[config.mk]
export PLATFORM = sky130hd
export DESIGN_NAME = splq_ram
export DESIGN_NICKNAME = d
export VERILOG_FILES = /design/src/design/shared_pool_linked_byte_queues_assert.svh /design/src/design/splq_ram.sv
export SDC_FILE = /design/constraint.sdc
export NUM_CORES = 2
export LEC_CHECK = 0
export ABC_AREA = 0
export BUFFER_PORTS_ARGS = -buffer_cell sky130_fd_sc_hd__buf_4
export CAP_MARGIN = 25
export CORE_MARGIN = 2
export CORE_UTILIZATION = 55
export DETAILED_ROUTE_END_ITERATION = 8
export GPL_ROUTABILITY_DRIVEN = 1
export HOLD_SLACK_MARGIN = 0.05
export PLACE_DENSITY = 0.67
export SLEW_MARGIN = 20
export SYNTH_ARGS = -nofsm -noshare
export SYNTH_HDL_FRONTEND = slang
export SYNTH_SLANG_ARGS = --single-unit
[constraint.sdc]
create_clock -name clk_i -period 5.3 [get_ports clk_i]
set_clock_uncertainty 0.05 [all_clocks]
set_input_delay 0.795 -clock clk_i [delete_from_list [all_inputs] [get_ports clk_i]]
set_output_delay 0.795 -clock clk_i [all_outputs]
set_load 0.01 [all_outputs]
[src/design/shared_pool_linked_byte_queues_assert.svh]
// Assertion macros for the shared pool byte queue manager.
// Used by the top level only; expects clk_i and rst_ni in scope.
`ifndef SHARED_POOL_LINKED_BYTE_QUEUES_ASSERT_SVH
`define SHARED_POOL_LINKED_BYTE_QUEUES_ASSERT_SVH

// Same-cycle implication, checked outside reset
`define SPLQ_ASSERT_IMPL(lbl, ante, cons) \
  lbl: assert property (@(posedge clk_i) disable iff (!rst_ni) (ante) |-> (cons)) \
    else $error("splq: implication check failed");

// Next-cycle implication, checked outside reset
`define SPLQ_ASSERT_NEXT(lbl, ante, cons) \
  lbl: assert property (@(posedge clk_i) disable iff (!rst_ni) (ante) |=> (cons)) \
    else $error("splq: next-cycle check failed");

`endif

[src/design/splq_ram.sv]
// Generic simple dual-port RAM: one write port, one read port, registered read.
// No dependencies.
module splq_ram #(
  parameter int WIDTH = 8,
  parameter int DEPTH = 256
) (
  input  logic                     clk_i,
  input  logic                     we_i,
  input  logic [$clog2(DEPTH)-1:0] waddr_i,
  input  logic [WIDTH-1:0]         wdata_i,
  input  logic [$clog2(DEPTH)-1:0] raddr_i,
  output logic [WIDTH-1:0]         rdata_o
);

  logic [WIDTH-1:0] mem_q [DEPTH];
  logic [WIDTH-1:0] rdata_q;

  // Write, and register read data (old contents on a same-address write)
  always_ff @(posedge clk_i) begin
    if (we_i) begin
      mem_q[waddr_i] <= wdata_i;
    end
    rdata_q <= mem_q[raddr_i];
  end

  assign rdata_o = rdata_q;

endmodule

==> run_results.csv <==
group,metric,value,unit
critical_path,critPathCaptureType,"flip-flop",
synth,syn-num-nets,3759,
sta,setup_violations,0,
synth,synth_cell_types,55,
cells_and_area,regArea,61700,um^2
pwr,vdd_drop_max,0.000299,V
drt,drt_pass1_iterations,6,
synth,syn_area_per_cell,21.3,um^2
critical_path,cp_slowest_cell,"nor3_1",
drt,via_count,38977,
synth,synth_area,79600,um^2
cells_and_area,design_area,88200,um^2
cts,cts_tree,"built",
cts,cts-root-buf,"clkbuf_16",
cells_and_area,drive_gt1_share,22.6,%
sta,max_slew.worst_pin.slew,1.22,ns
place,port_buffers,33,
die,die_w,384,um
cells_and_area,fillers,9927,
drt,viasPerCell,6.58,
critical_path,required,5.94,ns
synth,synth_top_family_by_area,"multiplexers",
pwr,p_per_area,375,nW/um^2
synth,yosysSeqAreaShare,77.5,%
synth,synthSimpleGateAreaFrac,2.63,%
cts,insertion_delay,0.84,ns
critical_path,worstPathArrival,3.86,ns
synth,synth_xor_area_share,0,%
synth,synth_fa_ha_area_share,0,%
cts,cts_buffer_depth,3,
drt,wirelength,192000,um
critical_path,rr_endpoint,"rdata_o[3]",
synth,synth_top_area_cell,"edfxtp_1",
cells_and_area,multiInputGateArea,16500,um^2
die,rows,139,
cts,cts-buffers-inserted,201,
cells_and_area,area_growth,10.9,%
synth,synthTopCellsByArea,"edfxtp_1, mux4_2, mux2i_1",
global_route,grt_pass1_wl,276000,um
synth,synthCells,3733,
critical_path,r2r_start,"mem_q[82][3]",
sta,hold_viol,0,
synth,synthMuxAreaShare,14.6,%
global_route,grt.total_usage,26.3,%
sta,timing.final.crit_share,60.8,%
critical_path,path_cells,"buf_8 > buf_12 > buf_4 > mux4_2 > mux4_2 > nor2_1 > a2111oi_0 > nor3_1 > nor4_2",
critical_path,endpoint,"rdata_o[2]",
die,die_y,384,um
synth,async_flop_share,0,%
cts,clk_pin_slew,0.06,ns
global_route,antenna_found_initial,10,
die,initial_core_util,55.4,%
sta,fin_tns_setup,0,ns
global_route,grt_pass1_vias,38764,
flow_run,cap_violations,0,
sta,rsz0062_at_grt,"no",
cts,postCtsResizedCells,0,
place,placed_area,82000,um^2
cts,post_cts_buffers,0,
die,dieArea,148000,um^2
cts,hold_buffers,0,
synth,yosys_warnings,0,
critical_path,crit_top_cell,"mux4_2",
worst_hold_path,holdCritPathClass,"primary input to flip-flop",
synth,netlist.area_leader.share,77.3,%
critical_path,crit_path_max_fanout,28,
critical_path,worst_setup_path_start_kind,"primary input",
synth,synth_edf_count,2048,
cells_and_area,n_antenna_cell,0,
drt,dr.first_iter.drc_count,5101,
cells_and_area,final_util,61.4,%
pwr,power,33100,uW
die,core_region_area,144000,um^2
cells_and_area,final_nets,3887,
critical_path,regToRegSetupSlack,2.57,ns
critical_path,critPathKind,"primary input to flip-flop",
pwr,p_leak,0.0272,uW
critical_path,cpPeakStageDelay,0.62,ns
status,run_status,"finished clean",
drt,ant_nets,0,
cts,cts_sinks,2056,
drt,wl_per_cell,32.3,um
global_route,grt.overflow.total,0,
sta,fin_crit,3.22,ns
sta,slew_headroom,18.6,%
drt,drc,0,
global_route,grt_max_degree,154,
place,hpwl,115000,um
synth,ys.flop_type,"edfxtp_1",
sta,slew_viol_final,0,
die,io-pin-count,34,
critical_path,critPathLaunch,"raddr_i[0]",
critical_path,r2r_cells,6,
place,gp_congestion,0.866,
synth,synth_compound_area_share,3.42,%
synth,synth_seq_cells,2056,
cts,htreeDepth,4,
sta,clock.fmax,0.311,GHz
## worst min-delay path by stage
| stage | slack (ns) | cells after the start | startpoint | endpoint |
|---|---|---|---|---|
| floorplan | 0.72 | 6 | mem_q[40][3] | rdata_o[3] |
| global placement | 0.93 | 6 | mem_q[40][3] | rdata_o[3] |
| detailed placement | 0.96 | 6 | mem_q[41][3] | rdata_o[3] |
| CTS | 0.37 | 1 | wdata_i[0] | mem_q[227][0] |
| global route | 0.41 | 1 | wdata_i[0] | mem_q[224][0] |
| finish | 0.39 | 1 | wdata_i[0] | mem_q[227][0] |
## stage by stage
step	cells	worst slack [ns]	hold WS, ns
6_report	5924	2.08	0.385
5_1_grt	5924	1.97	0.409
4_1_cts	5922	2.01	0.373
3_5_place_dp	5559	1.09	0.959
3_3_place_gp	5557	1.07	0.930
2_1_floorplan	3733	2.52	0.720
## synth_stat cells, types with 28 or more instances
library cell	count
buf_2	31
nor2b_1	31
a21oi_1	96
nand3_1	34
mux4_2	454
o221ai_1	46
nand2_1	33
o22ai_1	28
nor2_1	282
clkbuf_1	111
edfxtp_1	2048
mux2i_1	134
a22oi_1	133
## sequential cells by signal, indices dropped and copies added (netlist names)
signal and flops:
mem_q 2048, rdata_o 8
## where the power goes
part | internal, uW | switching (uW) | total, uW
registers | 17900 | 36.0 | 18000
logic | 560 | 1060 | 1620
clock network | 7510 | 5970 | 13500
total | 26000 | 7060 | 33100
## routing by layer
metal | wire length, um | part of all wire (%) | up-vias | track usage, %
met2 | 90900 | 47 | 2075 | 40.4
met3 | 18500 | 9.7 | 286 | 5.34
met5 | 54 | 0.028 | - | 0
met1 | 76300 | 40 | 20658 | 38.6
li1 | - | - | 15950 | -
met4 | 5850 | 3.1 | 8 | 8.47
## cell usage in the layout, fill, tap and decap left out, types with 39 or more instances in the layout
| cell type | n |
|---|---|
| edfxtp_1 | 2048 |
| a22oi_1 | 133 |
| a21oi_1 | 96 |
| mux4_2 | 454 |
| o221ai_1 | 46 |
| buf_4 | 125 |
| mux2i_1 | 134 |
| clkinv_1 | 40 |
| clkbuf_16 | 203 |
| nor2_1 | 278 |
| clkbuf_1 | 52 |
| clkinv_2 | 39 |
## area by class of cell
cell class	instances	area share [%]
timing repair buffer	158	1.72
tap	1903	2.70
clock buffer	257	6.01
multi-input combinational	1442	18.7
sequential	2056	69.9
inverter	2	0.00851
clock inverter	106	0.964
## logic make-up (layout without fill, tap and decap cells)
group / after synthesis / in the layout
buffers and inverters: 235 / 523
AO/OA/AOI/OAI: 385 / 385
multiplexers: 591 / 591
AND/OR/NAND/NOR: 466 / 466
flip-flops: 2056 / 2056
## worst max-delay path: cells and delay by family
| kind | cells | cell delay [ns] |
|---|---|---|
| simple gates | 3 | 0.92 |
| mux | 2 | 1.09 |
| buf+inv | 3 | 0.85 |
| compound gates | 1 | 0.12 |
(Power assumes the default switching activity.)
